==> src/rtl/deq_pkg.sv <==
// Types and constants of the double-ended queue.
// Used by the cell, the top level and the checker; depends on nothing.
`default_nettype none

package deq_pkg;

    localparam int WORD_W    = 32;
    localparam int ACTION_W  = 2;
    localparam int CNT_OUT_W = 5;
    // Result word: popped, underflow, overflow, front, back, count, empty.
    localparam int RESULT_W  = 3 * WORD_W + 3 + CNT_OUT_W;
    localparam int RESULT_PAD_W = ((RESULT_W + 7) / 8) * 8;

    localparam logic [WORD_W-1:0] EMPTY_WORD = '1;

    typedef enum logic [ACTION_W-1:0] {
        ACT_PUSH_BACK  = 2'd0,
        ACT_PUSH_FRONT = 2'd1,
        ACT_POP_BACK   = 2'd2,
        ACT_POP_FRONT  = 2'd3
    } t_action;

    // Commands broadcast to every cell. The f lane keeps the front word in
    // cell 0, the b lane keeps the back word in cell 0.
    typedef struct packed {
        logic f_shr;
        logic f_shl;
        logic f_wr;
        logic b_shr;
        logic b_shl;
        logic b_wr;
    } t_cell_ctrl;

endpackage

`default_nettype wire

==> src/rtl/deq_cell.sv <==
// One cell of the deque chain: a word of the front-ordered lane and a word
// of the back-ordered lane. Depends on deq_pkg.
`default_nettype none

module deq_cell #(
    parameter int CNT_W = 5,
    parameter int IDX   = 0
) (
    input  wire                        i_clk,
    input  deq_pkg::t_cell_ctrl        i_ctrl,
    input  wire  [CNT_W-1:0]           i_cnt,
    input  wire  [deq_pkg::WORD_W-1:0] i_push_value,
    input  wire  [deq_pkg::WORD_W-1:0] i_f_left,
    input  wire  [deq_pkg::WORD_W-1:0] i_f_right,
    input  wire  [deq_pkg::WORD_W-1:0] i_b_left,
    input  wire  [deq_pkg::WORD_W-1:0] i_b_right,
    output logic [deq_pkg::WORD_W-1:0] o_f_word,
    output logic [deq_pkg::WORD_W-1:0] o_b_word
);
    import deq_pkg::*;

    logic [WORD_W-1:0] r_f;
    logic [WORD_W-1:0] n_f;
    logic [WORD_W-1:0] r_b;
    logic [WORD_W-1:0] n_b;
    logic              at_cnt;

    // This cell is the first free place of a lane when its index equals the count.
    assign at_cnt = (i_cnt == CNT_W'(IDX));

    always_comb begin
        n_f = r_f;
        if (i_ctrl.f_shr) begin
            n_f = i_f_left;
        end else if (i_ctrl.f_shl) begin
            n_f = i_f_right;
        end else if (i_ctrl.f_wr && at_cnt) begin
            n_f = i_push_value;
        end
    end

    always_comb begin
        n_b = r_b;
        if (i_ctrl.b_shr) begin
            n_b = i_b_left;
        end else if (i_ctrl.b_shl) begin
            n_b = i_b_right;
        end else if (i_ctrl.b_wr && at_cnt) begin
            n_b = i_push_value;
        end
    end

    always_ff @(posedge i_clk) begin
        r_f <= n_f;
        r_b <= n_b;
    end

    assign o_f_word = r_f;
    assign o_b_word = r_b;

endmodule

`default_nettype wire

==> src/rtl/double_ended_queue.sv <==
// Double-ended queue of DEPTH signed 32-bit words built as a row of cells.
// It takes one operation word per clock while ready and shows its result word
// in the next cycle from an output register; a new operation is taken while
// that result waits as long as the downstream side takes it in the same
// cycle. The speed is set by the cell row: every cell shifts or loads, and
// the front and back words are always in cell 0 of their lane, so no search
// is needed. No clearing pass follows reset. Depends on deq_pkg and deq_cell.
`default_nettype none

module double_ended_queue #(
    parameter int DEPTH = 16
) (
    input  wire                              i_clk,
    input  wire                              i_rst_n,
    input  wire                              i_s_tvalid,
    output logic                             o_s_tready,
    // push_value
    input  wire  [deq_pkg::WORD_W-1:0]       i_s_tdata,
    // action
    input  wire  [deq_pkg::ACTION_W-1:0]     i_s_tuser,
    output logic                             o_m_tvalid,
    input  wire                              i_m_tready,
    // popped_value, underflow, overflow, front_value, back_value,
    // entry_count, is_empty
    output logic [deq_pkg::RESULT_PAD_W-1:0] o_m_tdata
);
    import deq_pkg::*;

    localparam int CNT_W = $clog2(DEPTH + 1);

    logic [CNT_W-1:0]  r_cnt;
    logic [CNT_W-1:0]  n_cnt;
    logic              r_m_valid;
    logic [RESULT_PAD_W-1:0] r_m_data;

    logic [WORD_W-1:0] f_word [DEPTH];
    logic [WORD_W-1:0] b_word [DEPTH];

    t_action           action;
    t_cell_ctrl        ctrl;
    logic              accept;
    logic              empty;
    logic              full;
    logic              under;
    logic              over;
    logic [WORD_W-1:0] popped;
    logic [WORD_W-1:0] front_raw;
    logic [WORD_W-1:0] back_raw;
    logic [WORD_W-1:0] front_w;
    logic [WORD_W-1:0] back_w;

    assign action     = t_action'(i_s_tuser);
    assign o_s_tready = !r_m_valid || i_m_tready;
    assign accept     = i_s_tvalid && o_s_tready;
    assign empty      = (r_cnt == '0);
    assign full       = (r_cnt == CNT_W'(DEPTH));

    // Operation decode: cell commands, flags and the words seen after the step.
    always_comb begin
        ctrl      = '0;
        under     = 1'b0;
        over      = 1'b0;
        popped    = EMPTY_WORD;
        n_cnt     = r_cnt;
        front_raw = f_word[0];
        back_raw  = b_word[0];
        unique case (action)
            ACT_PUSH_BACK: begin
                over = full;
                if (!full) begin
                    ctrl.f_wr = accept;
                    ctrl.b_shr = accept;
                    n_cnt = r_cnt + 1'b1;
                    back_raw = i_s_tdata;
                    if (empty) begin
                        front_raw = i_s_tdata;
                    end
                end
            end
            ACT_PUSH_FRONT: begin
                over = full;
                if (!full) begin
                    ctrl.f_shr = accept;
                    ctrl.b_wr = accept;
                    n_cnt = r_cnt + 1'b1;
                    front_raw = i_s_tdata;
                    if (empty) begin
                        back_raw = i_s_tdata;
                    end
                end
            end
            ACT_POP_BACK: begin
                under = empty;
                if (!empty) begin
                    ctrl.b_shl = accept;
                    n_cnt = r_cnt - 1'b1;
                    popped = b_word[0];
                    back_raw = b_word[1];
                end
            end
            ACT_POP_FRONT: begin
                under = empty;
                if (!empty) begin
                    ctrl.f_shl = accept;
                    n_cnt = r_cnt - 1'b1;
                    popped = f_word[0];
                    front_raw = f_word[1];
                end
            end
            default: begin
                ctrl = '0;
            end
        endcase
    end

    assign front_w = (n_cnt == '0) ? EMPTY_WORD : front_raw;
    assign back_w  = (n_cnt == '0) ? EMPTY_WORD : back_raw;

    generate
        for (genvar gi = 0; gi < DEPTH; gi++) begin : g_cell
            logic [WORD_W-1:0] f_left;
            logic [WORD_W-1:0] f_right;
            logic [WORD_W-1:0] b_left;
            logic [WORD_W-1:0] b_right;

            // The push word enters at cell 0; the far end takes any word
            // since a shift toward cell 0 leaves that place unoccupied.
            if (gi == 0) begin : g_first
                assign f_left = i_s_tdata;
                assign b_left = i_s_tdata;
            end else begin : g_inner_l
                assign f_left = f_word[gi-1];
                assign b_left = b_word[gi-1];
            end
            if (gi == DEPTH - 1) begin : g_last
                assign f_right = i_s_tdata;
                assign b_right = i_s_tdata;
            end else begin : g_inner_r
                assign f_right = f_word[gi+1];
                assign b_right = b_word[gi+1];
            end

            deq_cell #(
                .CNT_W (CNT_W),
                .IDX   (gi)
            ) u_cell (
                .i_clk        (i_clk),
                .i_ctrl       (ctrl),
                .i_cnt        (r_cnt),
                .i_push_value (i_s_tdata),
                .i_f_left     (f_left),
                .i_f_right    (f_right),
                .i_b_left     (b_left),
                .i_b_right    (b_right),
                .o_f_word     (f_word[gi]),
                .o_b_word     (b_word[gi])
            );
        end
    endgenerate

    always_ff @(posedge i_clk) begin
        if (!i_rst_n) begin
            r_cnt     <= '0;
            r_m_valid <= 1'b0;
        end else begin
            if (accept) begin
                r_cnt     <= n_cnt;
                r_m_valid <= 1'b1;
            end else if (i_m_tready) begin
                r_m_valid <= 1'b0;
            end
        end
    end

    always_ff @(posedge i_clk) begin
        if (accept) begin
            r_m_data <= RESULT_PAD_W'({(n_cnt == '0), CNT_OUT_W'(n_cnt), back_w, front_w,
                                       over, under, popped});
        end
    end

    assign o_m_tvalid = r_m_valid;
    assign o_m_tdata  = r_m_data;

endmodule

`default_nettype wire

==> config.mk <==
export PLATFORM = sky130hd
export DESIGN_NAME = double_ended_queue
export DESIGN_NICKNAME = d
export VERILOG_FILES = /design/src/rtl/deq_pkg.sv /design/src/rtl/deq_cell.sv /design/src/rtl/double_ended_queue.sv
export SDC_FILE = /design/constraint.sdc
export NUM_CORES = 2
export LEC_CHECK = 0
export BUFFER_PORTS_ARGS = -buffer_cell sky130_fd_sc_hd__buf_2
export CAP_MARGIN = 25
export CORE_UTILIZATION = 30
export CTS_CLUSTER_SIZE = 16
export DETAILED_ROUTE_END_ITERATION = 6
export PLACE_DENSITY = 0.52
export SKIP_CTS_REPAIR_TIMING = 1
export SYNTH_ARGS = -nofsm -noshare
export SYNTH_HDL_FRONTEND = slang
export SYNTH_SLANG_ARGS = --single-unit
==> constraint.sdc <==
create_clock -name i_clk -period 10 [get_ports i_clk]
set_input_delay 2.5 -clock i_clk [delete_from_list [all_inputs] [get_ports i_clk]]
set_output_delay 2.5 -clock i_clk [all_outputs]
set_load 0.005 [all_outputs]
==> results.yml <==
outcome:
  status: "finished, violations left"
  violations: "design-rule violations"
place:
  place_inst: 5309
  port-buffer-count: 143
  sum_of_net_half_perimeters_after_detailed_placement_um: 81880
  globalplace.congestion: 0.7528
setup_path:
  worst-endpoint-required_ns: 10.59
  cp.arrival_ns: 6.72
  cp-end-kind: "register"
  ff2ff_setup_slack_ns: 5.01
  regToRegStartpoint: "r_cnt[0]$_SDFFE_PN0N_"
  crit_fanout: 100
  startpoint_type: "input pin"
  worstSetupPathType: "in -> reg"
  reg2regPathDepth: 10
  r2r_end: "g_cell[0].u_cell.o_b_word[6]$_DFFE_PP_"
logic_synthesis:
  synth_top_area_frac: 0.6798
  synth_sequential_area_ratio: 0.6823
  synth.cells.most_frequent: "sky130_fd_sc_hd__edfxtp_1 (1128), sky130_fd_sc_hd__a221o_1 (896), sky130_fd_sc_hd__nand2_1 (426)"
  flops_latches_synth: 1134
  synth_enable_flop_cells: 1128
  synth_most_common_cell: "sky130_fd_sc_hd__edfxtp_1"
  netlist-cell-type-count: 59
  fraction_of_registers_with_async_set_or_reset_after_synthesis: 0
  synth_ff_type: "sky130_fd_sc_hd__edfxtp_1"
  post_synth_main_area_contributors: "sky130_fd_sc_hd__edfxtp_1 (68%), sky130_fd_sc_hd__a221o_1 (18%), sky130_fd_sc_hd__nand2_1 (3.2%), sky130_fd_sc_hd__clkbuf_1 (1.9%), sky130_fd_sc_hd__buf_2 (1.2%)"
  synth.largest_area_cell: "sky130_fd_sc_hd__edfxtp_1"
  syn_area_per_cell_um2: 14.86
  post_synthesis_instance_area_um2: 49820
  synthesis.nets: 3398
  cell_count_after_synthesis: 3354
  yosys_warnings: 0
power:
  leakagePower_nw: 18.86
  powerDensity_nw_per_um2: 221.9
  vdd.ir_drop.worst_uv: 157.9
  p_seq_frac: 0.489
  p_total_mw: 12.49
  switching_power_mw: 3.373
  power.share.combinational: 0.138
  power.clock.fraction: 0.373
  power.switching_fraction: 0.2701
  internal-power_mw: 9.116
clock_tree:
  clockRootBuffer: "sky130_fd_sc_hd__clkbuf_16"
  worstSkewPairLatency_ns: 0.75
  htree_num_levels: 3
  tritoncts.num_buffers: 121
  cts.sink_count: 1134
  clock_tree_from_tritoncts: "yes"
  clock_pin_slew_of_the_registers_on_the_worst_case_setup_and_hold_paths_ns: 0.06
  clock_path_buffers: 3
route:
  drt_first_iter_violations: 4481
  detailedRoute.firstPassIterationCount: 7
  route.final.wire_length_um: 146300
  drt.antenna.violating_nets: 0
  route.detailed.vias_per_inst: 5.883
  drc_violation_count_after_routing: 36
  drt-wirelength-per-cell_um: 26.39
  route.vias.total: 32630
worst_hold_path:
  worstHoldStart: "g_cell[14].u_cell.o_f_word[14]$_DFFE_PP_"
  min_path_type: "reg -> reg"
  worst_hold_path.endpoint: "g_cell[15].u_cell.o_f_word[14]$_DFFE_PP_"
  worstHoldPathCells: 2
finish:
  design.final.nets: 3291
  final_cell_count_no_fill: 5546
  fraction_of_layout_cells_with_a_size_suffix_above_1: 0.1377
  final_core_utilization: 0.3411
  area_delta_synth_final_pct: 12.97
timing:
  worst_pin_slew_ns: 1.228
  layout_worst_path_cycle_share: 0.6121
  period_minus_slack_ns: 6.121
  skew_ns: 0.01894
  report.final.setup_viol: 0
  totalNegativeSetupSlack_ns: 0
  timing.fmax_mhz: 163.4
  slew_violations: 0
  grt_setup_unrepaired: "false"
  hold-worst-slack_ns: 0.5330
  timing.final.hold_violations: 0
  max-slew-margin-rel: 0.1816
floorplan:
  dieWidth_um: 409.5
  fp.coreArea_um2: 165000
  io-pin-count: 144
  rows: 149
  start_util: 0.3020
  floorplan.die.height_um: 409.5
  floorplan.die_area_um2: 167700
grt:
  gr-total-overflow: 0
  grt_max_degree: 218
  number_of_antenna_violations_at_the_first_check_in_global_routing: 8
  grt_util_all_layers: 0.1685
  wire_length_of_the_first_global_routing_pass_um: 215600
  first_global_vias: 31270
job:
  cap_violations: 0
==> cell type report <==
type / count / area [um2]
multi-input combinational: 1774 / 14100
antenna: 3 / 7.507
clock inverter: 83 / 913.4
clock buffer: 147 / 3166
inverter: 12 / 50.05
timing repair buffer: 204 / 1316
tap: 2189 / 2739
fill: 15840 / 108700
sequential: 1134 / 33990
==> cells by family (layout without fill, tap and decap cells) <==
logic type	Yosys count	in the layout	share of synthesized area
DFF	1134	1134	0.6823
AOI/OAI and AO/OA	1127	1127	0.2122
and+or+nand+nor	605	605	0.05362
buffers and inverters	446	446	0.04329
muxes	31	31	0.006253
adders and majority gates	6	6	0.001507
xor gates and xnor gates	5	5	0.0008791
other	0	3	0
==> flip-flops by register name (all words and copies together), names as in the netlist <==
signal	count
g_cell.u_cell.o_b_word	512
g_cell.u_cell.o_f_word	512
o_m_tdata	104
o_m_tvalid	1
r_cnt	5
==> worst max-delay path, cell delays in order <==
cell	delay (ns)
sky130_fd_sc_hd__buf_2	0.07
sky130_fd_sc_hd__nand2b_1	0.12
sky130_fd_sc_hd__nand2_1	0.43
sky130_fd_sc_hd__inv_6	0.66
sky130_fd_sc_hd__and3_4	0.89
sky130_fd_sc_hd__buf_4	0.89
sky130_fd_sc_hd__buf_4	0.32
sky130_fd_sc_hd__buf_16	0.31
sky130_fd_sc_hd__a221o_1	0.24
==> metal layers <==
metal,track usage,wire (um),vias up
met5,0,0,-
met3,0.02987,11890,173
met1,0.2514,66940,16940
met4,0.04162,2786,0
li1,-,-,13950
met2,0.2511,64710,1561
==> through the flow <==
stage	setup WS [ns]	instance area, um2
after detailed placement	2.883	52090
after CTS	3.673	56170
after global placement	2.911	52090
after floorplan	1.372	49820
final	3.879	56290
after global routing	3.683	56280
==> power groups by stage <==
stage / Sequential, mW / Combinational [mW] / Clock (mW)
6_report: 6.11 / 1.72 / 4.66
5_1_grt: 6.15 / 1.85 / 4.93
3_3_place_gp: 6.20 / 1.69 / 0
2_1_floorplan: 6.11 / 1.11 / 0
3_5_place_dp: 6.19 / 1.71 / 0
4_1_cts: 6.10 / 1.72 / 4.76
==> worst max-delay path by stage <==
| stage | from | end | slack, ns | depth (start not counted) |
|---|---|---|---|---|
| global placement | i_m_tready | g_cell[1].u_cell.o_f_word[13]$_DFFE_PP_ | 2.91 | 8 |
| global route | i_m_tready | g_cell[9].u_cell.o_f_word[13]$_DFFE_PP_ | 3.68 | 9 |
| detailed placement | i_m_tready | g_cell[13].u_cell.o_f_word[23]$_DFFE_PP_ | 2.88 | 8 |
| floorplan | i_m_tready | g_cell[5].u_cell.o_b_word[0]$_DFFE_PP_ | 1.37 | 9 |
| finish | i_m_tready | g_cell[8].u_cell.o_f_word[23]$_DFFE_PP_ | 3.88 | 9 |
| CTS | i_m_tready | g_cell[6].u_cell.o_f_word[12]$_DFFE_PP_ | 3.67 | 8 |
==> layout by cell type (no fill, tap or decap), drive strengths merged, types with 3 or more instances in the layout <==
master / netlist / routed
o22a: 32 / 32
a32oi: 8 / 8
mux2i: 30 / 30
nor3: 5 / 5
and3: 66 / 66
o21ai: 76 / 76
inv: 11 / 12
or2: 5 / 5
buf: 181 / 204
nand2: 426 / 426
nor2b: 4 / 4
xnor2: 3 / 3
nor3b: 22 / 22
ha: 6 / 6
a221o: 896 / 896
nand2b: 8 / 8
o211ai: 29 / 29
clkbuf: 253 / 147
bufinv: 0 / 17
clkinv: 1 / 63
nand3: 7 / 7
or4: 3 / 3
o22ai: 34 / 34
a31oi: 25 / 25
dfxtp: 6 / 6
a21oi: 16 / 16
nor2: 46 / 46
clkinvlp: 0 / 3
edfxtp: 1128 / 1128
diode: 0 / 3
(Power assumes the default switching activity.)
